--- config.mk ---
export PLATFORM = sky130hd
export DESIGN_NAME = json_string_escaper
export DESIGN_NICKNAME = d
export VERILOG_FILES = /design/src/hdl/jse_pkg.sv /design/src/hdl/jse_front.sv /design/src/hdl/jse_cmd_fifo.sv /design/src/hdl/jse_back.sv /design/src/hdl/json_string_escaper.sv
export SDC_FILE = /design/constraint.sdc
export NUM_CORES = 1
export LEC_CHECK = 0
export BUFFER_PORTS_ARGS = -buffer_cell sky130_fd_sc_hd__buf_2
export CORE_ASPECT_RATIO = 0.6
export CORE_MARGIN = 2
export CORE_UTILIZATION = 35
export CTS_CLUSTER_DIAMETER = 50
export DETAILED_ROUTE_END_ITERATION = 12
export PLACE_DENSITY = 0.6
export SYNTH_ARGS = -nofsm -noshare
export SYNTH_HDL_FRONTEND = slang
export SYNTH_SLANG_ARGS = --single-unit
--- constraint.sdc ---
create_clock -name i_clk -period 4.8 [get_ports i_clk]
set_input_delay 0.48 -clock i_clk [delete_from_list [all_inputs] [get_ports i_clk]]
set_output_delay 0.48 -clock i_clk [all_outputs]
set_load 0.01 [all_outputs]
--- src/hdl/jse_pkg.sv ---
// jse_pkg: beat types, command descriptor and character helpers for the
// json string escaper. No dependencies.
`timescale 1ns / 1ps

package jse_pkg;

    localparam logic [1:0] OP_START = 2'd0;
    localparam logic [1:0] OP_DATA  = 2'd1;
    localparam logic [1:0] OP_END   = 2'd2;
    localparam logic [1:0] OP_NONE  = 2'd3;

    localparam logic [7:0] CH_QUOTE  = 8'h22;
    localparam logic [7:0] CH_BSLASH = 8'h5C;
    localparam logic [7:0] CH_U      = 8'h75;

    localparam logic [15:0] UNIT_REPL = 16'hFFFD;
    localparam logic [15:0] UNIT_HI   = 16'hD800;
    localparam logic [15:0] UNIT_LO   = 16'hDC00;
    localparam logic [20:0] PLANE1    = 21'h10000;

    typedef struct packed {
        logic [1:0] op;
        logic [7:0] data_byte;
    } t_in_beat;

    typedef struct packed {
        logic [7:0] out_byte;
        logic       last;
        logic       malformed;
    } t_out_beat;

    typedef enum logic [2:0] {
        K_NONE = 3'd0,
        K_BYTE = 3'd1,
        K_ESC  = 3'd2,
        K_U16  = 3'd3,
        K_PAIR = 3'd4
    } t_kind;

    typedef struct packed {
        logic        bad_first;
        t_kind       kind;
        logic        mal;
        logic [7:0]  chr;
        logic [15:0] u0;
        logic [15:0] u1;
    } t_cmd;

    function automatic logic [7:0] hex_char(input logic [3:0] nib);
        logic [7:0] c;
        if (nib < 4'd10) begin
            c = 8'h30 + {4'd0, nib};
        end else begin
            c = 8'h57 + {4'd0, nib};
        end
        return c;
    endfunction

    function automatic logic [7:0] u16_byte(input logic [15:0] unit, input logic [2:0] pos);
        logic [7:0] c;
        case (pos)
            3'd0: c = CH_BSLASH;
            3'd1: c = CH_U;
            3'd2: c = hex_char(unit[15:12]);
            3'd3: c = hex_char(unit[11:8]);
            3'd4: c = hex_char(unit[7:4]);
            3'd5: c = hex_char(unit[3:0]);
            default: c = 8'h00;
        endcase
        return c;
    endfunction

endpackage

--- src/hdl/jse_front.sv ---
// jse_front: accepts string beats, tracks the utf-8 sequence state and turns
// each character, start or end beat into one command. Depends on jse_pkg.
`timescale 1ns / 1ps

module jse_front (
    input  logic            i_clk,
    input  logic            i_rst_n,
    input  logic            i_cfg_we,
    input  logic            i_cfg_wdata,
    input  logic            i_accept,
    input  jse_pkg::t_in_beat i_in_beat,
    output logic            o_cmd_push,
    output jse_pkg::t_cmd   o_cmd
);
    import jse_pkg::*;

    logic        r_ascii_mode;
    logic [20:0] r_acc, n_acc;
    logic [1:0]  r_left, n_left;

    logic [1:0]  op;
    logic [7:0]  b;
    logic        ok;
    logic        fresh;
    logic        emit;
    logic [20:0] acc_sh;
    logic [20:0] v;
    logic [7:0]  esc;
    t_cmd        cmd;

    assign op = i_in_beat.op;
    assign b  = i_in_beat.data_byte;
    assign acc_sh = {r_acc[14:0], b[5:0]};
    assign v = acc_sh - PLANE1;

    always_comb begin
        ok = (op == OP_DATA) && r_ascii_mode && (b[7:6] == 2'b10);
        if (r_left == 2'd3) begin
            if (r_acc == 21'd0 && b < 8'h90) ok = 1'b0;
            if (r_acc == 21'd4 && b > 8'h8F) ok = 1'b0;
        end
        if (r_left == 2'd2 && r_acc <= 21'hF) begin
            if (r_acc == 21'd0 && b < 8'hA0) ok = 1'b0;
            if (r_acc == 21'hD && b > 8'h9F) ok = 1'b0;
        end
    end

    always_comb begin
        case (b)
            8'h22:   esc = CH_QUOTE;
            8'h5C:   esc = CH_BSLASH;
            8'h08:   esc = 8'h62;
            8'h0C:   esc = 8'h66;
            8'h0A:   esc = 8'h6E;
            8'h0D:   esc = 8'h72;
            8'h09:   esc = 8'h74;
            default: esc = 8'h00;
        endcase
    end

    always_comb begin
        n_acc  = r_acc;
        n_left = r_left;
        emit   = 1'b0;
        fresh  = 1'b0;
        cmd    = '{bad_first: 1'b0, kind: K_NONE, mal: 1'b0, chr: 8'h00,
                   u0: 16'h0000, u1: 16'h0000};
        if (i_accept && op != OP_NONE) begin
            if (r_left != 2'd0) begin
                if (ok) begin
                    n_left = r_left - 2'd1;
                    if (r_left == 2'd1) begin
                        n_acc = '0;
                        emit  = 1'b1;
                        if (acc_sh >= PLANE1) begin
                            cmd.kind = K_PAIR;
                            cmd.u0   = UNIT_HI + {6'd0, v[19:10]};
                            cmd.u1   = UNIT_LO + {6'd0, v[9:0]};
                        end else begin
                            cmd.kind = K_U16;
                            cmd.u0   = acc_sh[15:0];
                        end
                    end else begin
                        n_acc = acc_sh;
                    end
                end else begin
                    cmd.bad_first = 1'b1;
                    n_acc  = '0;
                    n_left = 2'd0;
                    fresh  = 1'b1;
                end
            end else begin
                fresh = 1'b1;
            end
            if (fresh) begin
                emit = 1'b1;
                if (op != OP_DATA) begin
                    cmd.kind = K_BYTE;
                    cmd.chr  = CH_QUOTE;
                end else if (esc != 8'h00) begin
                    cmd.kind = K_ESC;
                    cmd.chr  = esc;
                end else if (b < 8'h20) begin
                    cmd.kind = K_U16;
                    cmd.u0   = {8'h00, b};
                end else if (b >= 8'h80 && r_ascii_mode) begin
                    if (b inside {[8'hC2:8'hDF]}) begin
                        n_acc  = {16'd0, b[4:0]};
                        n_left = 2'd1;
                        emit   = cmd.bad_first;
                    end else if (b inside {[8'hE0:8'hEF]}) begin
                        n_acc  = {17'd0, b[3:0]};
                        n_left = 2'd2;
                        emit   = cmd.bad_first;
                    end else if (b inside {[8'hF0:8'hF4]}) begin
                        n_acc  = {18'd0, b[2:0]};
                        n_left = 2'd3;
                        emit   = cmd.bad_first;
                    end else begin
                        cmd.kind = K_U16;
                        cmd.u0   = UNIT_REPL;
                        cmd.mal  = 1'b1;
                    end
                end else begin
                    cmd.kind = K_BYTE;
                    cmd.chr  = b;
                end
            end
        end
    end

    always_ff @(posedge i_clk) begin
        if (!i_rst_n) begin
            r_ascii_mode <= 1'b0;
            r_acc        <= '0;
            r_left       <= 2'd0;
        end else begin
            if (i_cfg_we) begin
                r_ascii_mode <= i_cfg_wdata;
            end
            r_acc  <= n_acc;
            r_left <= n_left;
        end
    end

    assign o_cmd_push = emit;
    assign o_cmd      = cmd;

endmodule

--- src/hdl/jse_cmd_fifo.sv ---
// jse_cmd_fifo: short command queue between front and back parts.
// Depends on jse_pkg.
`timescale 1ns / 1ps

module jse_cmd_fifo #(
    parameter int DEPTH = 2
) (
    input  logic          i_clk,
    input  logic          i_rst_n,
    input  logic          i_push,
    input  jse_pkg::t_cmd i_wdata,
    output logic          o_full,
    input  logic          i_pop,
    output logic          o_valid,
    output jse_pkg::t_cmd o_rdata
);
    import jse_pkg::*;

    localparam int PTR_W = (DEPTH > 1) ? $clog2(DEPTH) : 1;
    localparam int CNT_W = $clog2(DEPTH + 1);
    localparam logic [PTR_W-1:0] PTR_LAST = PTR_W'(DEPTH - 1);
    localparam logic [CNT_W-1:0] CNT_FULL = CNT_W'(DEPTH);

    t_cmd             r_mem [DEPTH];
    logic [PTR_W-1:0] r_wr, n_wr;
    logic [PTR_W-1:0] r_rd, n_rd;
    logic [CNT_W-1:0] r_count, n_count;

    always_comb begin
        n_wr    = r_wr;
        n_rd    = r_rd;
        n_count = r_count;
        if (i_push) begin
            n_wr = (r_wr == PTR_LAST) ? '0 : r_wr + 1'b1;
        end
        if (i_pop) begin
            n_rd = (r_rd == PTR_LAST) ? '0 : r_rd + 1'b1;
        end
        if (i_push && !i_pop) begin
            n_count = r_count + 1'b1;
        end else if (!i_push && i_pop) begin
            n_count = r_count - 1'b1;
        end
    end

    always_ff @(posedge i_clk) begin
        if (!i_rst_n) begin
            r_wr    <= '0;
            r_rd    <= '0;
            r_count <= '0;
        end else begin
            r_wr    <= n_wr;
            r_rd    <= n_rd;
            r_count <= n_count;
        end
    end

    always_ff @(posedge i_clk) begin
        if (i_push) begin
            r_mem[r_wr] <= i_wdata;
        end
    end

    assign o_full  = (r_count == CNT_FULL);
    assign o_valid = (r_count != '0);
    assign o_rdata = r_mem[r_rd];

`ifndef SYNTHESIS
    a_count_range: assert property (@(posedge i_clk) disable iff (!i_rst_n)
        r_count <= CNT_FULL)
        else $error("command queue count out of range");
    a_no_pop_empty: assert property (@(posedge i_clk) disable iff (!i_rst_n)
        i_pop |-> r_count != '0)
        else $error("command queue popped while empty");
    a_no_push_full: assert property (@(posedge i_clk) disable iff (!i_rst_n)
        (i_push && !i_pop) |-> r_count != CNT_FULL)
        else $error("command queue pushed while full");
`endif

endmodule

--- src/hdl/jse_back.sv ---
// jse_back: expands queued commands into escaped output bytes, one beat a
// cycle through an output register while it is empty or popped. Depends on jse_pkg.
`timescale 1ns / 1ps

module jse_back (
    input  logic               i_clk,
    input  logic               i_rst_n,
    input  logic               i_cmd_valid,
    input  jse_pkg::t_cmd      i_cmd,
    output logic               o_cmd_pop,
    input  logic               pop,
    output logic               empty,
    output jse_pkg::t_out_beat o_out_beat
);
    import jse_pkg::*;

    typedef enum logic [3:0] {
        B_IDLE  = 4'b0001,
        B_PRE   = 4'b0010,
        B_UNIT0 = 4'b0100,
        B_UNIT1 = 4'b1000
    } t_bstate;

    t_bstate   r_state, eff_state, next_seg;
    logic [2:0] r_pos, eff_pos;
    logic      r_out_valid;
    t_out_beat r_out;

    logic       advance;
    logic [7:0] byte_c;
    logic       mal_c;
    logic       seg_end;
    logic       done;

    assign advance = i_cmd_valid && (!r_out_valid || pop);

    always_comb begin
        if (r_state == B_IDLE) begin
            eff_state = i_cmd.bad_first ? B_PRE : B_UNIT0;
            eff_pos   = 3'd0;
        end else begin
            eff_state = r_state;
            eff_pos   = r_pos;
        end
    end

    always_comb begin
        byte_c   = 8'h00;
        mal_c    = 1'b0;
        seg_end  = 1'b0;
        done     = 1'b0;
        next_seg = B_UNIT0;
        case (eff_state)
            B_PRE: begin
                byte_c  = u16_byte(UNIT_REPL, eff_pos);
                mal_c   = 1'b1;
                seg_end = (eff_pos == 3'd5);
                done    = seg_end && (i_cmd.kind == K_NONE);
            end
            B_UNIT0: begin
                case (i_cmd.kind)
                    K_BYTE: begin
                        byte_c  = i_cmd.chr;
                        seg_end = 1'b1;
                        done    = 1'b1;
                    end
                    K_ESC: begin
                        byte_c  = (eff_pos == 3'd0) ? CH_BSLASH : i_cmd.chr;
                        seg_end = (eff_pos == 3'd1);
                        done    = seg_end;
                    end
                    K_U16: begin
                        byte_c  = u16_byte(i_cmd.u0, eff_pos);
                        mal_c   = i_cmd.mal;
                        seg_end = (eff_pos == 3'd5);
                        done    = seg_end;
                    end
                    K_PAIR: begin
                        byte_c   = u16_byte(i_cmd.u0, eff_pos);
                        seg_end  = (eff_pos == 3'd5);
                        next_seg = B_UNIT1;
                    end
                    default: begin
                        seg_end = 1'b1;
                        done    = 1'b1;
                    end
                endcase
            end
            B_UNIT1: begin
                byte_c  = u16_byte(i_cmd.u1, eff_pos);
                seg_end = (eff_pos == 3'd5);
                done    = seg_end;
            end
            default: begin
                seg_end = 1'b1;
                done    = 1'b1;
            end
        endcase
    end

    always_ff @(posedge i_clk) begin
        if (!i_rst_n) begin
            r_state     <= B_IDLE;
            r_pos       <= 3'd0;
            r_out_valid <= 1'b0;
        end else if (advance) begin
            r_out_valid <= 1'b1;
            if (done) begin
                r_state <= B_IDLE;
                r_pos   <= 3'd0;
            end else if (seg_end) begin
                r_state <= next_seg;
                r_pos   <= 3'd0;
            end else begin
                r_state <= eff_state;
                r_pos   <= eff_pos + 3'd1;
            end
        end else if (pop) begin
            r_out_valid <= 1'b0;
        end
    end

    always_ff @(posedge i_clk) begin
        if (advance) begin
            r_out <= '{out_byte: byte_c, last: done, malformed: mal_c};
        end
    end

    assign o_cmd_pop  = advance && done;
    assign empty      = !r_out_valid;
    assign o_out_beat = r_out;

`ifndef SYNTHESIS
    a_mid_cmd_held: assert property (@(posedge i_clk) disable iff (!i_rst_n)
        (r_state != B_IDLE) |-> i_cmd_valid)
        else $error("command left the queue before it was expanded");
    a_unit1_pair: assert property (@(posedge i_clk) disable iff (!i_rst_n)
        (r_state == B_UNIT1) |-> (i_cmd.kind == K_PAIR))
        else $error("second unit reached for a non-pair command");
    a_pos_range: assert property (@(posedge i_clk) disable iff (!i_rst_n)
        r_pos <= 3'd5)
        else $error("byte position out of range");
    a_pop_last: assert property (@(posedge i_clk) disable iff (!i_rst_n)
        o_cmd_pop |=> (r_out_valid && r_out.last))
        else $error("command popped without its last beat");
`endif

endmodule

--- src/hdl/json_string_escaper.sv ---
// json_string_escaper: top level, front classifier, command queue and back
// expander. Depends on jse_pkg, jse_front, jse_cmd_fifo, jse_back.
//
// channel | direction | handshake          | payload
// input   | in        | push / full        | i_in_beat   (op, data_byte)
// result  | out       | empty / pop        | o_out_beat  (out_byte, last, malformed)
// config  | in        | i_cfg_we           | i_cfg_wdata (ascii_mode)
//
// the back part emits one result beat a cycle while a command is queued and
// the output register is empty or popped; a beat escapes to 0 to 12 bytes,
// plain text at one beat a cycle; the front takes a beat every cycle until
// the CMD_DEPTH-entry queue fills; results pass the queue and output register
// reset is synchronous and clears utf-8 state, queue and output valid flag
`timescale 1ns / 1ps

module json_string_escaper #(
    parameter int CMD_DEPTH = 2
) (
    input  logic               i_clk,
    input  logic               i_rst_n,
    input  logic               push,
    output logic               full,
    input  jse_pkg::t_in_beat  i_in_beat,
    output logic               empty,
    input  logic               pop,
    output jse_pkg::t_out_beat o_out_beat,
    input  logic               i_cfg_we,
    input  logic               i_cfg_wdata
);
    import jse_pkg::*;

    logic accept;
    logic cmd_push;
    logic cmd_pop;
    logic cmd_valid;
    t_cmd cmd_w;
    t_cmd cmd_r;

    assign accept = push && !full;

    jse_front u_front (
        .i_clk       (i_clk),
        .i_rst_n     (i_rst_n),
        .i_cfg_we    (i_cfg_we),
        .i_cfg_wdata (i_cfg_wdata),
        .i_accept    (accept),
        .i_in_beat   (i_in_beat),
        .o_cmd_push  (cmd_push),
        .o_cmd       (cmd_w)
    );

    jse_cmd_fifo #(
        .DEPTH (CMD_DEPTH)
    ) u_fifo (
        .i_clk   (i_clk),
        .i_rst_n (i_rst_n),
        .i_push  (cmd_push),
        .i_wdata (cmd_w),
        .o_full  (full),
        .i_pop   (cmd_pop),
        .o_valid (cmd_valid),
        .o_rdata (cmd_r)
    );

    jse_back u_back (
        .i_clk       (i_clk),
        .i_rst_n     (i_rst_n),
        .i_cmd_valid (cmd_valid),
        .i_cmd       (cmd_r),
        .o_cmd_pop   (cmd_pop),
        .pop         (pop),
        .empty       (empty),
        .o_out_beat  (o_out_beat)
    );

endmodule
* Yosys cells after proc, flatten, opt, wreduce, memory -nomap -nowiden
Memories as Yosys holds them, arrays and structs flattened. A register that Yosys moved wholly into a read port is not among the register bits. Index checks and enable logic that the tools add are counted.
Word-level totals: memories kept 1, flip-flop bits (word level) 46, memory bits (writable) 90, word-level logic and storage cells 238, bits in read-only memories 0, bits in latches 0, output and inout bits 12, input bits 16
Memories:
- u_fifo.r_mem | depth 2, bits a word 45, read ports 1, clocked after Yosys merged registers in 1, write ports 1, RTL line jse_cmd_fifo.sv:24 | t_cmd r_mem [DEPTH];
Cells by class: bitwise operators 0, eq/ne operators 30, multiply operators 0, divide/modulo/power cells 0, muxes and demuxes 114, add/sub/neg operators 25, magnitude comparators 22, shift operators 0, reduce and logical (&&, ||, !) cells 34
Operators by type and width (count):
- two-way mux 21 bit | 11
- two-way mux 16 bit | 9
- two-way mux 32 bit | 3
- two-way mux 8 bit | 12
- case mux 8 bit (6 select lines) | 2
- adder 7 x 4 -> 8 bit, first input constant | 8
- adder 6 x 4 -> 7 bit, first input constant | 8
- case mux 7 bit (7 select lines) | 1
- case mux 8 bit (3 select lines) | 2
- two-way mux 45 bit | 1
- equality test 8 x 4 -> 1 bit, second input constant | 5
- two-way mux 4 bit | 9
- two-way mux 1 bit | 33
- two-way mux 3 bit | 11
- adder 15 x 11 -> 16 bit, first input constant | 2
- >= comparator 8 bit, second input constant | 4
- less-than comparator 4 bit, second input constant | 8
- two-way mux 28 bit | 1
- case mux 7 bit (4 select lines) | 1
- <= comparator 8 bit, second input constant | 3
- two-way mux 2 bit | 12
- equality test 21 x 3 -> 1 bit, second input constant | 1
- equality test 21 x 4 -> 1 bit, second input constant | 1
- >= comparator 21 x 17 -> 1 bit, second input constant | 1
- 34 further kinds | 76

* Longest topological paths before layout
depth after elaboration 24, gate-level depth with buffers 17

* Modules after synthesis
A second synthesis with hierarchy kept.
Second synthesis, totals: cells, all modules 718, area, all modules 7773.7 sq um
By module, submodules not included:
- jse_cmd_fifo | sequential area each 2802.7 sq um, instances 1, cells an instance 162, area an instance 3480.8 sq um
- jse_back | sequential area each 460.4 sq um, instances 1, cells an instance 310, area an instance 2358.5 sq um
- jse_front | sequential area each 480.5 sq um, instances 1, cells an instance 245, area an instance 1920.6 sq um
- json_string_escaper | sequential area each 0.0 sq um, instances 1, cells an instance 1, area an instance 13.8 sq um

* Worst setup path before layout
OpenSTA, ideal clock, no wires.
kind in2reg, start input i_in_beat[6] (netlist bit), end memory u_fifo.r_mem[0][0] (netlist bit), enable pin, stages 8, library setup time 0.437 ns, data required time 4.363 ns, arrival 3.701 ns, path slack 0.662 ns, cell sequence buf_2 -> o31ai_2 -> xnor2_1 -> or3b_2 -> a21oi_1 -> buf_2 -> o31ai_1 -> nor2_1
Between the ends: cells in the longest elaborated chain, start to end 21, elaborated cells on any way between the ends 54, those cells by class order compare: 12; eq/ne: 8; mux: 24; reduce/logical: 10
Ends and longest elaborated chain:
- from (decl) | RTL line json_string_escaper.sv:23 | input jse_pkg::t_in_beat i_in_beat,
- less-than comparator 8 bit or equality test 2 bit (tied branches) | RTL line jse_front.sv:39, jse_front.sv:37
- logical AND 1 bit (on tied branches) | RTL line jse_front.sv:39, jse_front.sv:37
- two-way mux 1 bit | RTL line jse_front.sv:39 | if (r_acc == 21'd0 && b < 8'h90) ok = 1'b0;
- two-way mux 1 bit | RTL line jse_front.sv:40 | if (r_acc == 21'd4 && b > 8'h8F) ok = 1'b0;
- two-way mux 1 bit | RTL line jse_front.sv:38 | if (r_left == 2'd3) begin
- two-way mux 1 bit | RTL line jse_front.sv:43 | if (r_acc == 21'd0 && b < 8'hA0) ok = 1'b0;
- two-way mux 1 bit | RTL line jse_front.sv:44 | if (r_acc == 21'hD && b > 8'h9F) ok = 1'b0;
- two-way mux 1 bit | RTL line jse_front.sv:42 | if (r_left == 2'd2 && r_acc <= 21'hF) begin
- (+5 left out)
- two-way mux 1 bit | RTL line jse_front.sv:106 | end else if (b >= 8'h80 && r_ascii_mode) begin
- two-way mux 1 bit | RTL line jse_front.sv:103 | end else if (b < 8'h20) begin
- two-way mux 1 bit | RTL line jse_front.sv:100 | end else if (esc != 8'h00) begin
- two-way mux 1 bit | RTL line jse_front.sv:97 | if (op != OP_DATA) begin
- two-way mux 1 bit (*) | RTL line jse_front.sv:95 | if (fresh) begin
- two-way mux 1 bit (*) | RTL line jse_front.sv:68 | if (i_accept && op != OP_NONE) begin
- two-way mux 1 bit (*) | RTL line jse_cmd_fifo.sv:59 | if (i_push) begin
- two-way mux 1 bit (implied by the code) (*) | RTL line jse_cmd_fifo.sv:60 | r_mem[r_wr] <= i_wdata;
- to (decl) | RTL line jse_cmd_fifo.sv:24
Mark *: on every way between the ends. The rest lies on a longest branch, timed or not. The select of a mux whose other input is x is not followed.

* Worst setup path in the final report
start register u_back.r_state[1], end register u_fifo.r_count[1]
Between the ends: cells in the longest elaborated chain, start to end 9, elaborated cells on any way between the ends 17, those cells by class eq/ne: 6; mux: 5; reduce/logical: 6
Ends and longest elaborated chain:
- from (decl) | RTL line jse_back.sv:24 | t_bstate r_state, eff_state, next_seg;
- from (signal assigned) | RTL line jse_back.sv:112 | r_state <= next_seg;
- from (signal assigned) | RTL line jse_back.sv:115 | r_state <= eff_state;
- equality test 4 x 1 -> 1 bit | RTL line jse_back.sv:38 | if (r_state == B_IDLE) begin
- two-way mux 3 bit | RTL line jse_back.sv:38
- equality test 3 bit or equality test 3 x 1 -> 1 bit (tied branches)
- case mux 1 bit (3 select lines) or logical AND 1 bit (tied branches) | RTL line jse_back.sv:61, jse_back.sv:58
- case mux 1 bit (3 select lines) (*) | RTL line jse_back.sv:53 | case (eff_state)
- net u_back.done | RTL line jse_back.sv:33 | logic done;
- logical AND 1 bit (*) | RTL line jse_back.sv:129 | assign o_cmd_pop = advance && done;
- logical NOT 1 bit | RTL line jse_cmd_fifo.sv:39 | if (i_push && !i_pop) begin
- logical AND 1 bit | RTL line jse_cmd_fifo.sv:39
- two-way mux 2 bit or nonzero test 2 bit (tied branches)
- to (signal assigned) | RTL line jse_cmd_fifo.sv:54 | r_count <= n_count;
- to (decl) | RTL line jse_cmd_fifo.sv:27 | logic [CNT_W-1:0] r_count, n_count;
Mark *: on every way through the listed nets, which the timed path passes. The rest lies on a longest branch. A chain may end at the register's enable or synchronous reset.

==> tab_implementation.tex <==
\begin{tabular}{lr}
\hline
Metric & Value \\
\hline
\multicolumn{2}{l}{\textbf{Layout}} \\
\quad Syn-to-layout area delta & 13.93\% \\
\quad Area taken by multi-input logic gates & 3423 um2 \\
\quad Sequential cell area & 3445 um2 \\
\quad Net count, final & 753 \\
\quad \# fillers & 1,959 \\
\quad Ratio of cells with drive above 1 in the final layout & 0.1288 \\
\quad Antenna diode count & 0 \\
\multicolumn{2}{l}{\textbf{CTS}} \\
\quad Post-CTS setup-driven buffer insertion count & 0 \\
\quad Num Clock Sinks & 127 \\
\quad CTS hold repair buffers & 0 \\
\quad CTS tree & yes \\
\quad Number of H-tree branching levels & 4 \\
\quad Clock network latency to the later pin of the worst-skew pair & 0.42 ns \\
\quad CTS root buf & sky130\_fd\_sc\_hd\_\_clkbuf\_16 \\
\quad Longest Clk Path Bufs & 2 \\
\quad Num CTS Buffers & 17 \\
\quad CTS resizes & 0 \\
\quad Reg clk slew, reported paths & 0.06 ns \\
\multicolumn{2}{l}{\textbf{STA}} \\
\quad Tmin final & 3.566 ns \\
\quad Transition time at the pin with the least slew margin & 1.069 ns \\
\quad Count of pins over their slew limit & 0 \\
\quad Fmax & 280.4 MHz \\
\quad Setup TNS & 0 ns \\
\quad Setup skew after layout & 0.01081 ns \\
\quad Worst slew margin & 0.2810 \\
\quad Worst-case setup margin in the final layout & 1.234 ns \\
\quad Period utilization & 0.7430 \\
\quad Final Hold Viols & 0 \\
\quad Setup repair after global routing missed its margin & no \\
\quad Total setup violations reported at the end of the flow & 0 \\
\multicolumn{2}{l}{\textbf{Worst setup path}} \\
\quad Arrival time of data at the critical path endpoint & 3.90 ns \\
\quad Kind of cell with the highest combined delay on the critical path & simple AND/OR/NAND/NOR gates \\
\quad Worst Setup End Kind & register \\
\quad Number of buffer and inverter stages on the critical path & 2 \\
\quad Max stage delay cell, worst path & sky130\_fd\_sc\_hd\_\_or4b\_1 \\
\quad Critical Setup Path Class & register to register \\
\quad CP peak stage delay & 0.72 ns \\
\quad Worst-path maximum fanout & 11 \\
\quad R2r endpoint & u\_fifo.r\_count[1] \\
\quad Worst R2R Setup Slack & 1.23 ns \\
\quad Sort of element at the start of the critical path & register \\
\quad Worst reg-to-reg path cell count & 12 \\
\quad Number of stages on the worst setup path & 12 \\
\quad Reg2Reg Launch Point & u\_back.r\_state[1] \\
\quad Series of cell instances along the critical path & or4b\_1 > nand2\_1 > inv\_1 > ha\_1 > a211oi\_1 > o31ai\_2 > or2\_1 > and2\_1 > inv\_1 > ha\_1 > or3\_1 > a21oi\_1 \\
\quad Critical Path RT & 5.14 ns \\
\multicolumn{2}{l}{\textbf{Placed design}} \\
\quad Worst slack, placed & 1.289 ns \\
\quad HPWL after detailed placement & 14,740 um \\
\quad Input/output buffers & 27 \\
\quad Placer Congestion & 0.9773 \\
\multicolumn{2}{l}{\textbf{Synth}} \\
\quad Avg Inst Size Synth & 10.20 um2 \\
\quad Synth Cell Area & 7139 um2 \\
\quad Share of flip-flops with an asynchronous set or reset & 0 \\
\quad Number of synthesized flops with an enable pin & 90 \\
\quad Post-synthesis cell type count & 81 \\
\quad Cell count after synthesis & 700 \\
\quad Syn nets & 736 \\
\quad Proportion of netlist area held by the largest area contributor & 0.3785 \\
\quad Synth area leaders & sky130\_fd\_sc\_hd\_\_edfxtp\_1 (38\%), sky130\_fd\_sc\_hd\_\_dfxtp\_1 (10\%), sky130\_fd\_sc\_hd\_\_mux2i\_1 (5.3\%) \\
\quad Most used DFF post-synth & sky130\_fd\_sc\_hd\_\_edfxtp\_1 \\
\quad Register bit total from synthesis & 127 \\
\quad Most numerous cell in the Yosys netlist & sky130\_fd\_sc\_hd\_\_edfxtp\_1 \\
\quad Ys Warns & 0 \\
\quad Most common library cells after synthesis & sky130\_fd\_sc\_hd\_\_edfxtp\_1 (90), sky130\_fd\_sc\_hd\_\_nand2\_1 (62), sky130\_fd\_sc\_hd\_\_o21ai\_0 (51) \\
\quad Post-synthesis sequential area ratio & 0.4823 \\
\quad Synth area leader & sky130\_fd\_sc\_hd\_\_edfxtp\_1 \\
\multicolumn{2}{l}{\textbf{Global route}} \\
\quad Pin count of the biggest net entering global routing & 45 \\
\quad Total grt overflow & 0 \\
\quad Overall routing resource usage & 0.1914 \\
\quad Initial antenna violation count & 0 \\
\quad Global-route wire length before repair & 30,910 um \\
\quad Number of global-route vias before repair & 5,198 \\
\multicolumn{2}{l}{\textbf{Pwr}} \\
\quad Static leakage power & 2.924 nW \\
\quad Peak ir drop on the vdd network & 0.0002960 V \\
\quad PwrDens & 505.9 nW/um2 \\
\multicolumn{2}{l}{\textbf{Detailed routing}} \\
\quad Number of remaining DRC errors & 0 \\
\quad Count of nets left with antenna violations after detail routing & 0 \\
\quad Routed vias/inst & 5.680 \\
\quad Initial DRT Pass Iterations & 5 \\
\quad Final WL & 19,980 um \\
\quad Number of DRC markers after the initial detailed-route iteration & 604 \\
\quad Routed vias & 5,697 \\
\quad Wire length per cell after detailed routing & 19.92 um \\
\multicolumn{2}{l}{\textbf{Hold path}} \\
\quad Hold Path Stages & 3 \\
\quad HP Class & input pin to register \\
\quad Worst hold path startpoint & i\_cfg\_wdata \\
\quad Hold endpoint & u\_front.r\_ascii\_mode \\
\multicolumn{2}{l}{\textbf{Floorplan}} \\
\quad Io pins & 28 \\
\quad Placeable core region & 20,020 um2 \\
\quad Starting Density & 0.3566 \\
\quad Horizontal die dimension & 188.4 um \\
\quad DIE AREA & 21,590 um2 \\
\quad Row cnt & 40 \\
\quad Die Ht & 114.6 um \\
\multicolumn{2}{l}{\textbf{Flow run}} \\
\quad Max capacitance violation total & 0 \\
\multicolumn{2}{l}{\textbf{Outcome}} \\
\quad Run status & finished clean \\
\hline
\end{tabular}
sequential cells by signal, summed over array words and instances (netlist names), named ones only:
register,cells
u_fifo.r_mem,80
u_front.r_acc,21
u_back.o_out_beat,10
u_back.r_state,4
u_back.r_pos,3
u_fifo.r_count,2
u_front.r_left,2
u_back.r_out_valid,1
u_fifo.r_rd,1
u_fifo.r_wr,1
u_front.r_ascii_mode,1
per-stage QoR:
stage	area, um2	hold slack [ns]	utilization	std cells	power (mW)
floorplan	7139	0.4398	-	700	2.392
CTS	8134	0.2935	0.4063	1003	4.117
detailed placement	7521	0.4615	0.3757	971	2.774
global placement	7521	0.4554	0.3757	971	2.772
finish	8134	0.2986	0.4063	1003	4.115
global route	8134	0.3100	0.4063	1003	4.318
worst min-delay path, cell delays in order:
cell and delay, ns:
sky130_fd_sc_hd__buf_2 0.08, sky130_fd_sc_hd__mux2i_1 0.06, sky130_fd_sc_hd__nor2_1 0.07
layer usage:
metal	wire, um	GRT usage	vias up
met4	212	0.04792	0
met5	0	0	-
met3	1843	0.05271	21
met2	7406	0.2418	249
met1	10520	0.3087	2763
li1	-	-	2664
worst max-delay path by stage:
stage	from	endpoint	slack, ns
6_report	u_back.r_state[1]	u_fifo.r_count[1]	1.23
5_1_grt	u_back.r_state[0]	u_fifo.r_count[1]	0.88
4_1_cts	u_back.r_state[1]	u_fifo.r_count[1]	1.25
3_5_place_dp	u_back.r_state[1]	u_fifo.r_count[1]	1.29
3_3_place_gp	u_back.r_state[1]	u_fifo.r_count[1]	1.36
2_1_floorplan	i_in_beat[6]	u_fifo.r_mem[0][0]	0.66
kinds of logic (layout without fill, tap and decap cells):
family | count (synthesis) | after routing | synth area share
xor gates and xnor gates | 20 | 20 | 0.02454
adders and majority gates | 20 | 20 | 0.03505
DFF | 127 | 127 | 0.4823
buffers and inverters | 68 | 98 | 0.04031
AOI/OAI and AO/OA | 198 | 198 | 0.1924
muxes | 42 | 42 | 0.05959
and+or+nand+nor | 225 | 225 | 0.1658
report_power, final:
| group | internal [mW] | switching, mW | total, mW |
|---|---|---|---|
| sequential | 1.37 | 0.0813 | 1.45 |
| clock | 0.855 | 0.479 | 1.33 |
| combinational | 0.475 | 0.858 | 1.33 |
layout by cell type (no fill, tap or decap), types with 4 or more instances in the layout:
cell,count
sky130_fd_sc_hd__o211ai_1,4
sky130_fd_sc_hd__a21oi_1,36
sky130_fd_sc_hd__nor3b_1,4
sky130_fd_sc_hd__a22o_1,15
sky130_fd_sc_hd__a31oi_1,6
sky130_fd_sc_hd__ha_1,20
sky130_fd_sc_hd__and2_1,8
sky130_fd_sc_hd__xnor2_1,11
sky130_fd_sc_hd__and3_1,6
sky130_fd_sc_hd__mux2i_1,38
sky130_fd_sc_hd__or2_2,6
sky130_fd_sc_hd__nor2_1,42
sky130_fd_sc_hd__inv_1,30
sky130_fd_sc_hd__a22oi_1,11
sky130_fd_sc_hd__edfxtp_1,90
sky130_fd_sc_hd__clkbuf_16,19
sky130_fd_sc_hd__or3_1,10
sky130_fd_sc_hd__buf_2,27
sky130_fd_sc_hd__a211oi_1,6
sky130_fd_sc_hd__a32oi_1,5
sky130_fd_sc_hd__nand2b_1,11
sky130_fd_sc_hd__xor2_1,9
sky130_fd_sc_hd__nor4_1,6
sky130_fd_sc_hd__o21ai_1,4
sky130_fd_sc_hd__o22ai_1,9
sky130_fd_sc_hd__o21ai_0,51
sky130_fd_sc_hd__nor2b_1,7
sky130_fd_sc_hd__nand3_1,9
sky130_fd_sc_hd__nor3_1,29
sky130_fd_sc_hd__dfxtp_1,36
sky130_fd_sc_hd__a211o_1,5
sky130_fd_sc_hd__mux2_2,4
sky130_fd_sc_hd__buf_4,8
sky130_fd_sc_hd__a32o_1,5
sky130_fd_sc_hd__nand2_1,62
area by class of cell:
class                   instances  area share
repair buffers                 35     0.02400
flip-flops and latches        127      0.4235
inverters                      31     0.01431
well taps                     273     0.04199
clock inverters                 8     0.01215
multi-input cells             505      0.4209
clock buffers                  24     0.06322
(Power assumes the default switching activity.)
